### config.mk
export PLATFORM = sky130hd
export DESIGN_NAME = quadratic_bezier_tessellator_unit
export DESIGN_NICKNAME = d
export VERILOG_FILES = /design/src/qbt_pkg.sv /design/src/qbt_arith.sv /design/src/quadratic_bezier_tessellator_unit.sv
export SDC_FILE = /design/constraint.sdc
export NUM_CORES = 2
export LEC_CHECK = 0
export ABC_AREA = 0
export BUFFER_PORTS_ARGS = -buffer_cell sky130_fd_sc_hd__buf_4
export CAP_MARGIN = 10
export CORE_MARGIN = 8
export CORE_UTILIZATION = 48
export DETAILED_ROUTE_END_ITERATION = 6
export PLACE_DENSITY = 0.67
export SETUP_SLACK_MARGIN = 0.5
export SKIP_CTS_REPAIR_TIMING = 1
export SYNTH_ARGS = -nofsm -noshare
export SYNTH_HDL_FRONTEND = slang
export SYNTH_SLANG_ARGS = --single-unit
### constraint.sdc
create_clock -name i_clk -period 13.8 [get_ports i_clk]
set_clock_uncertainty 0.15 [all_clocks]
set_input_delay 0.69 -clock i_clk [delete_from_list [all_inputs] [get_ports i_clk]]
set_output_delay 0.69 -clock i_clk [all_outputs]
set_load 0.05 [all_outputs]
### src/qbt_pkg.sv
// ============================================================================
// Quadratic curve tessellator package
// Shared constants and the control bundle of the arithmetic unit.
// ============================================================================
package qbt_pkg;

    localparam int MAX_SEGMENTS_DEF = 63;
    localparam int COORD_BITS_DEF   = 32;
    localparam int SEG_BITS         = 6;

    typedef struct packed {
        logic mac_first;
        logic mac;
        logic div_load;
        logic div_step;
    } t_arith_ctl;

endpackage

### src/qbt_arith.sv
// ============================================================================
// Shared multiply-accumulate and divide unit
// Accumulates three weighted control coordinates, then divides the biased
// sum by twice the segment count squared, one quotient bit per cycle.
// ============================================================================
module qbt_arith #(
    parameter int COORD_BITS  = 32,
    parameter int WEIGHT_BITS = 12
) (
    input  logic                          i_clk,
    input  qbt_pkg::t_arith_ctl           i_ctl,
    input  logic signed [COORD_BITS-1:0]  i_coef,
    input  logic [WEIGHT_BITS-1:0]        i_weight,
    input  logic [WEIGHT_BITS-1:0]        i_d,
    output logic [COORD_BITS-1:0]         o_quot
);
    import qbt_pkg::*;

    localparam int PW = COORD_BITS + WEIGHT_BITS + 1;
    localparam int NW = COORD_BITS + WEIGHT_BITS + 2;
    localparam int RW = WEIGHT_BITS + 1;

    logic signed [PW-1:0] prod;
    logic signed [NW-1:0] term;
    logic signed [NW-1:0] bias;
    logic [RW:0]          trial;
    logic [RW:0]          divisor;
    logic [RW:0]          diff;
    logic                 fits;

    logic signed [NW-1:0] r_acc;
    logic [RW-1:0]        r_rem;

    assign prod    = PW'(i_coef) * PW'($signed({1'b0, i_weight}));
    assign term    = {prod, 1'b0};
    assign bias    = $signed({{(NW-WEIGHT_BITS){1'b0}}, i_d})
                   + $signed({2'b00, i_d, {COORD_BITS{1'b0}}});
    assign trial   = {r_rem, r_acc[COORD_BITS-1]};
    assign divisor = {1'b0, i_d, 1'b0};
    assign fits    = (trial >= divisor);
    assign diff    = trial - divisor;

    always_ff @(posedge i_clk) begin
        if (i_ctl.mac_first) begin
            r_acc <= bias + term;
        end else if (i_ctl.mac) begin
            r_acc <= r_acc + term;
        end else if (i_ctl.div_step) begin
            r_acc[COORD_BITS-1:0] <= {r_acc[COORD_BITS-2:0], fits};
        end
        if (i_ctl.div_load) begin
            r_rem <= r_acc[NW-2:COORD_BITS];
        end else if (i_ctl.div_step) begin
            r_rem <= fits ? diff[RW-1:0] : trial[RW-1:0];
        end
    end

    // The sum was biased by half the coordinate range; undo it on the quotient.
    assign o_quot = {~r_acc[COORD_BITS-1], r_acc[COORD_BITS-2:0]};

endmodule

### src/quadratic_bezier_tessellator_unit.sv
// ============================================================================
// Quadratic curve tessellator
// Samples one quadratic curve at n+1 evenly spaced points.
// ============================================================================
// A curve request carries three control points in signed fixed point and a
// segment count n; a count of zero is taken as one and a count above
// MAX_SEGMENTS as MAX_SEGMENTS. The input channel is accepted on i_valid
// with o_stall low; o_stall stays high from acceptance until the last point
// of the curve has been taken. Points leave on o_valid with i_stall low, in
// rising order of point number, the final one flagged by o_last_point.
// Each coordinate is one pass of a shared multiplier over the three control
// points, then a restoring divider giving one quotient bit per cycle; the
// x, y and z coordinates of a point are worked in turn, and the finished
// point is presented from output registers.
// While i_stall is high the finished point holds on the outputs and the
// unit waits. Reset returns the unit to idle and drops o_valid.
// ============================================================================
module quadratic_bezier_tessellator_unit #(
    parameter int MAX_SEGMENTS = qbt_pkg::MAX_SEGMENTS_DEF,
    parameter int COORD_BITS   = qbt_pkg::COORD_BITS_DEF
) (
    input  logic                                i_clk,
    input  logic                                i_rst_n,
    input  logic                                i_valid,
    output logic                                o_stall,
    input  logic signed [COORD_BITS-1:0]        i_start_x,
    input  logic signed [COORD_BITS-1:0]        i_start_y,
    input  logic signed [COORD_BITS-1:0]        i_start_z,
    input  logic signed [COORD_BITS-1:0]        i_ctrl_x,
    input  logic signed [COORD_BITS-1:0]        i_ctrl_y,
    input  logic signed [COORD_BITS-1:0]        i_ctrl_z,
    input  logic signed [COORD_BITS-1:0]        i_end_x,
    input  logic signed [COORD_BITS-1:0]        i_end_y,
    input  logic signed [COORD_BITS-1:0]        i_end_z,
    input  logic [qbt_pkg::SEG_BITS-1:0]        i_segment_count,
    output logic                                o_valid,
    input  logic                                i_stall,
    output logic signed [COORD_BITS-1:0]        o_point_x,
    output logic signed [COORD_BITS-1:0]        o_point_y,
    output logic signed [COORD_BITS-1:0]        o_point_z,
    output logic [qbt_pkg::SEG_BITS-1:0]        o_point_number,
    output logic                                o_last_point
);
    import qbt_pkg::*;

    localparam int WW = $clog2(MAX_SEGMENTS * MAX_SEGMENTS + 1);
    localparam int AW = WW + SEG_BITS + 2;
    localparam int SW = $clog2(COORD_BITS);

    typedef enum logic [6:0] {
        ST_IDLE  = 7'b0000001,
        ST_SETUP = 7'b0000010,
        ST_MAC   = 7'b0000100,
        ST_DLOAD = 7'b0001000,
        ST_DIV   = 7'b0010000,
        ST_SAVE  = 7'b0100000,
        ST_OUT   = 7'b1000000
    } t_state;

    t_state r_state, n_state;

    logic signed [COORD_BITS-1:0] r_pt [3][3];
    logic signed [COORD_BITS-1:0] r_res [3];
    logic [SEG_BITS-1:0]          r_n;
    logic [SEG_BITS-1:0]          r_idx;
    logic [WW-1:0]                r_d;
    logic [WW-1:0]                r_a;
    logic [WW-1:0]                r_c;
    logic [1:0]                   r_term;
    logic [1:0]                   r_coord;
    logic [SW-1:0]                r_step;

    logic [SEG_BITS-1:0]          seg_sat;
    logic [WW-1:0]                w_b2;
    logic [WW-1:0]                weight;
    logic [AW-1:0]                a_upd;
    logic [AW-1:0]                c_upd;
    logic [2*SEG_BITS-1:0]        n_sq;
    logic                         last_idx;
    logic [COORD_BITS-1:0]        quot;
    t_arith_ctl                   ctl;

    always_comb begin
        if (i_segment_count == '0) begin
            seg_sat = SEG_BITS'(1);
        end else if (i_segment_count > SEG_BITS'(MAX_SEGMENTS)) begin
            seg_sat = SEG_BITS'(MAX_SEGMENTS);
        end else begin
            seg_sat = i_segment_count;
        end
    end

    assign n_sq     = (2*SEG_BITS)'(r_n) * (2*SEG_BITS)'(r_n);
    assign w_b2     = r_d - r_a - r_c;
    assign a_upd    = AW'(r_a) + AW'(1) - AW'({r_n - r_idx, 1'b0});
    assign c_upd    = AW'(r_c) + AW'({r_idx, 1'b1});
    assign last_idx = (r_idx == r_n);

    always_comb begin
        case (r_term)
            2'd0: weight = r_a;
            2'd1: weight = w_b2;
            default: weight = r_c;
        endcase
    end

    always_comb begin
        ctl           = '0;
        ctl.mac_first = (r_state == ST_MAC) && (r_term == 2'd0);
        ctl.mac       = (r_state == ST_MAC) && (r_term != 2'd0);
        ctl.div_load  = (r_state == ST_DLOAD);
        ctl.div_step  = (r_state == ST_DIV);
    end

    qbt_arith #(
        .COORD_BITS  (COORD_BITS),
        .WEIGHT_BITS (WW)
    ) u_arith (
        .i_clk    (i_clk),
        .i_ctl    (ctl),
        .i_coef   (r_pt[r_term][r_coord]),
        .i_weight (weight),
        .i_d      (r_d),
        .o_quot   (quot)
    );

    always_comb begin
        n_state = r_state;
        case (r_state)
            ST_IDLE: begin
                if (i_valid) begin
                    n_state = ST_SETUP;
                end
            end
            ST_SETUP: n_state = ST_MAC;
            ST_MAC: begin
                if (r_term == 2'd2) begin
                    n_state = ST_DLOAD;
                end
            end
            ST_DLOAD: n_state = ST_DIV;
            ST_DIV: begin
                if (r_step == SW'(COORD_BITS - 1)) begin
                    n_state = ST_SAVE;
                end
            end
            ST_SAVE: begin
                n_state = (r_coord == 2'd2) ? ST_OUT : ST_MAC;
            end
            ST_OUT: begin
                if (!i_stall) begin
                    n_state = last_idx ? ST_IDLE : ST_MAC;
                end
            end
            default: n_state = ST_IDLE;
        endcase
    end

    always_ff @(posedge i_clk) begin
        if (!i_rst_n) begin
            r_state <= ST_IDLE;
        end else begin
            r_state <= n_state;
        end
    end

    always_ff @(posedge i_clk) begin
        case (r_state)
            ST_IDLE: begin
                r_pt[0][0] <= i_start_x;
                r_pt[0][1] <= i_start_y;
                r_pt[0][2] <= i_start_z;
                r_pt[1][0] <= i_ctrl_x;
                r_pt[1][1] <= i_ctrl_y;
                r_pt[1][2] <= i_ctrl_z;
                r_pt[2][0] <= i_end_x;
                r_pt[2][1] <= i_end_y;
                r_pt[2][2] <= i_end_z;
                r_n        <= seg_sat;
            end
            ST_SETUP: begin
                r_d     <= WW'(n_sq);
                r_a     <= WW'(n_sq);
                r_c     <= '0;
                r_idx   <= '0;
                r_term  <= 2'd0;
                r_coord <= 2'd0;
            end
            ST_MAC: begin
                if (r_term != 2'd2) begin
                    r_term <= r_term + 2'd1;
                end
            end
            ST_DLOAD: begin
                r_step <= '0;
            end
            ST_DIV: begin
                r_step <= r_step + SW'(1);
            end
            ST_SAVE: begin
                r_res[r_coord] <= $signed(quot);
                r_coord        <= (r_coord == 2'd2) ? 2'd0 : r_coord + 2'd1;
                r_term         <= 2'd0;
            end
            ST_OUT: begin
                if (!i_stall && !last_idx) begin
                    r_idx   <= r_idx + SEG_BITS'(1);
                    r_a     <= a_upd[WW-1:0];
                    r_c     <= c_upd[WW-1:0];
                    r_coord <= 2'd0;
                    r_term  <= 2'd0;
                end
            end
            default: begin
            end
        endcase
    end

    assign o_stall        = (r_state != ST_IDLE);
    assign o_valid        = (r_state == ST_OUT);
    assign o_point_x      = r_res[0];
    assign o_point_y      = r_res[1];
    assign o_point_z      = r_res[2];
    assign o_point_number = r_idx;
    assign o_last_point   = last_idx;

endmodule
# Yosys cells after proc, flatten, opt, wreduce, memory -nomap -nowiden
# Memories as Yosys holds them, arrays and structs flattened. A register that Yosys moved wholly into a read port is not among the register bits.
# Cells that the tools add are included.
# classes
addsub,14
mul,2
div_mod_pow,0
magnitude_cmp,3
eq_ne,20
shifts,0
n_mux,36
n_bitwise,2
reduce_logical,20
# ops
operator,n
$mux W32,4
$add A46 B46 Y46,2
$pmux W12 S2,3
$bmux W32 S2,1
$pmux W7 S7,1
$mux W46,1
$add A12 B44 Y45,1
$mul A32 B13 Y45,1
$mux W13,3
$mux W7,5
$mux W12,2
$sub A12 B12 Y12,2
$ge A14 B13 Y1,1
$mux W14,1
$sub A13 B13 Y13,1
$add A12 B1 Y12 const B,1
$add A12 B7 Y12,1
$mul A6 B6 Y12,1
$mux W6,2
$pmux W2 S3,2
$pmux W6 S2,1
$sub A12 B7 Y12,1
$pmux W5 S2,1
$reduce_bool A3 Y1,3
other kinds (34),55
# totals
regBits,123
latch_bits,0
ram_bits,384
rom_bits,0
word_cells,112
n_memories,2
# mem_list
name,depth,word_bits,rd,rd_clocked_by_memory_dff,wr,line,source
r_pt,3,96,1,1,3,quadratic_bezier_tessellator_unit.sv:62,logic signed [COORD_BITS-1:0] r_pt [3][3];
r_res,3,32,3,0,1,quadratic_bezier_tessellator_unit.sv:63,logic signed [COORD_BITS-1:0] r_res [3];

# Logic depth before layout (Yosys ltp)
# logic_depth
ltp_word,8
mapped_depth,50
depth_no_buf,48

# Modules after synthesis
# Synthesis repeated with hierarchy kept, for this count alone.
# unflattened
cells_unflattened,3636
area_unflattened_um2,39743.1
# by_module_without_submodules
module,instances,cells_each,area_each_um2,seq_area_each_um2
qbt_arith,1,2416,20613.5,1741.7
quadratic_bezier_tessellator_unit,1,1220,19129.6,13392.8

# Least setup slack after synthesis
# No wires, ideal clock.
# synth_path
path_kind,register to register
startpoint,register r_d[2]
endpoint,"register u_arith.r_acc[38], data pin"
setup_time_ns,0.272
arrival_ns,9.878
t_required_ns,13.378
path_slack_ns,3.501
stages_incl_launch_ff,43
synth_period_minus_slack_ns,10.299
path_cell_list,edfxtp_1 > fa_1 > ha_1 > a21o_1 > a21oi_1 > o21bai_1 > a21oi_1 > o21bai_1 > a21oi_1 > o21bai_1 > xnor2_1 > o21ai_1 > clkbuf_1 > nand2_1 > fa_1 > inv_1 > fa_1 > fa_1 > (+7 left out) > a221oi_2 > a21boi_1 > or4_1 > xnor2_2 > inv_1 > ha_1 > nand4_1 > nor2_1 > a211oi_1 > inv_1 > a221oi_1 > o21ai_0 > a31o_2 > nor3_1 > o21bai_1 > a21oi_1 > xor2_1 > mux2i_1
# synth_via
elab_chain_cells,7
word_cells_on_any_way,9
# synth_lines
item,line,source
start: declaration,quadratic_bezier_tessellator_unit.sv:66,logic [WW-1:0] r_d;
start signal: assignment,quadratic_bezier_tessellator_unit.sv:182,r_d <= WW'(n_sq);
$sub A12 B12 Y12 (2 in a row),quadratic_bezier_tessellator_unit.sv:94,assign w_b2 = r_d - r_a - r_c;
$pmux W12 S2,quadratic_bezier_tessellator_unit.sv:100,case (r_term)
$mul A32 B13 Y45,qbt_arith.sv:34,"assign prod = PW'(i_coef) * PW'($signed({1'b0, i_weight}));"
$add A46 B46 Y46,qbt_arith.sv:47,r_acc <= r_acc + term;
$mux W14,qbt_arith.sv:46,end else if (i_ctl.mac) begin
$mux W46 (*),qbt_arith.sv:44,if (i_ctl.mac_first) begin
end signal: assignment,qbt_arith.sv:45,r_acc <= bias + term;
end signal: assignment,qbt_arith.sv:47,
end signal: indexed assignment,qbt_arith.sv:49,"r_acc[COORD_BITS-1:0] <= {r_acc[COORD_BITS-2:0], fits};"
end: declaration,qbt_arith.sv:31,logic signed [NW-1:0] r_acc;
# Mark *: on every way between the ends. The rest lies on a longest branch, timed or not. The select of a mux whose other input is x is not followed.
# A chain may end at the register's enable or synchronous reset.

# Worst setup path in the final report
# layout_path
startpoint,register r_d[2]
endpoint,"register u_arith.r_acc[41], data pin"
# Same word-level chain as after synthesis.

==> impl_metrics.yaml <==
clocking:
  clock-root-buffer: "clkbuf_16"
  cts_buffers: 53
  htree_num_levels: 2
  cts_tree: "built"
  clk_latency_ps: 620
  cts_max_path_buffers: 3
  cts_sinks: 507
  path_clk_slew_ps: 60
worst_setup_path:
  path_max_fanout: 12
  start_kind: "flip-flop"
  crit_top_cell: "fa_1"
  slowest_delay_ps: 630
  reg2reg_depth: 39
  cp.arrival_ps: 11910
  end_kind: "flip-flop"
  crit_slowest_cell: "xnor2_1"
  cp.required_ps: 14010
  path_class: "reg2reg"
route:
  vias: 26700
  drc: 0
  ant_nets: 0
  wl_um: 98200
  via_per_inst: 5.32
  detail_route.wl_per_cell_um: 19.6
  firstDrtPassIters: 5
  drtIter0Drc: 1639
cells_and_area:
  final_util: 0.558
  area_growth_pct: 15.5
  fillCellCount: 6887
  antenna_cells: 0
  seq_area_um2: 15100
  drive_gt1_frac: 0.159
  multi_input_area_um2: 21200
  nNetsFinal: 4806
yosys:
  ys_async_sr_fraction: 0
  synth_common_cells: "inv_1, edfxtp_1, nand2_1"
  muxShareOfSynthArea: 0.0425
  synth_compound_area_frac: 0.0963
  yosysSeqAreaShare: 0.391
  synth-xor-area-share: 0.0393
  ys_types: 86
  yosys.area_share.simple: 0.107
  synth_top_cell_by_area: "edfxtp_1"
  ys.flop_type: "edfxtp_1"
  syn-mean-instance-area_um2: 10.9
  synth_enable_flop_cells: 498
  yosysWarnings: 0
  syn_area_um2: 38700
  synth_adder_area_share: 0.261
  synth_top_family_by_area: "adder cells"
  syn_inst: 3552
  synth-seq-cells: 507
  syn_nets: 4442
  yosysTopAreaCellShare: 0.386
  post-synth-top-count-cell: "inv_1"
  ys_top_cells_by_area: "edfxtp_1, fa_1, ha_1, inv_1, nand2_1"
timing:
  fmax_ghz: 0.0854
  fin_crit_ps: 11700
  tightestPinTransition_ps: 1280
  fin_ws_ps: 2100
  final.period_utilization: 0.848
  final.setup.tns_ps: 0
  maxSlewViolCount: 0
  slew_headroom: 0.147
  final-hold-violation-count: 0
  rsz0062_at_grt: "no"
  finalSetupViolations: 0
placed_design:
  place_congestion: 0.892
  numPortBuffers: 402
  dp_slack_ps: 2170
  dp_hpwl_um: 76500
floorplan:
  die_h_um: 300
  core_region_area_um2: 80200
  die_area_um2: 90100
  rows: 104
  start_util: 0.483
  pin_count: 403
  die_w_um: 300
status:
  status: "finished clean"
run:
  cap_violations: 0
min_path:
  hold_class: "in2reg"
  min_path_cells: 1
global_routing:
  grt_first_pass_wirelength_um: 155000
  antenna_found_initial: 1
  grt_max_degree: 83
  grt_overflow: 0
  grt_pass1_vias: 28100
  grt_use_total: 0.215
==> cell families after synthesis <==
family | count (synthesis)
AOI/OAI and AO/OA | 597
xor gates and xnor gates | 173
adders and majority gates | 592
buffers and inverters | 652
DFF | 507
muxes | 124
other | 1
and+or+nand+nor | 906
==> sequential cells by signal, indices dropped and copies added, names as in the netlist, named ones only <==
register,count
r_step,5
r_term,2
r_d,11
r_n,6
r_c,12
r_state,7
r_a,12
o_point_number,6
r_pt,288
r_coord,2
u_arith.r_acc,45
r_res,96
u_arith.r_rem,13
==> per-stage QoR <==
stage	hold WS, ps	instance area [µm²]	instances
finish	90.5	44700	5020
global route	62.3	44700	5020
CTS	49.1	44700	5020
detailed placement	357	43000	4921
global placement	361	43000	4921
floorplan	313	38700	3552
==> layout make-up <==
type                    instances  share of cell area
multi-input cells            2393               0.474
flip-flops and latches        507               0.339
repair buffers                450              0.0758
inverters                     511              0.0431
clock buffers                  56              0.0299
well taps                    1060              0.0297
clock inverters                43             0.00912
==> layout by cell type, fill, tap and decap left out, drive strengths merged, types with 21 or more instances in the layout <==
cell type	instances
a21o	66
a21oi	189
and2	32
buf	450
clkbuf	56
clkinv	28
edfxtp	498
fa	358
ha	234
inv	515
mux2i	87
mux4	32
nand2	416
nand2b	22
nand3	30
nor2	208
nor2b	96
nor3	22
o21a	26
o21ai	153
o21bai	21
o22ai	38
xnor2	126
xor2	47
==> worst max-delay path: cells and delay by family (launching register included) <==
family / cells / cell delay (ps)
flip-flops: 1 / 520
AND/OR/NAND/NOR: 6 / 790
multiplexers: 1 / 90
adder cells (fa/ha/maj): 9 / 4140
buffers and inverters: 4 / 480
XOR/XNOR: 3 / 930
AO/OA/AOI/OAI: 16 / 4350
==> final timing paths <==
kind / start / end / slack, ps
min: i_end_z[28] / r_pt[2][28] / 90
max: r_d[2] / u_arith.r_acc[41] / 2100
max reg2reg: r_d[2] / u_arith.r_acc[41] / 2100
min reg2reg: u_arith.r_acc[0] / r_res[2][0] / 380
==> layer usage <==
metal / part of all wire / vias to the layer above / global-route usage
li1: - / 12700 / -
met1: 0.43 / 13000 / 0.284
met2: 0.47 / 841 / 0.363
met3: 0.072 / 145 / 0.0462
met4: 0.022 / 0 / 0.0490
met5: 0 / - / 0
Power is not shown: default switching activity piles up to over one toggle a cycle in this logic, so the estimate is an artifact.
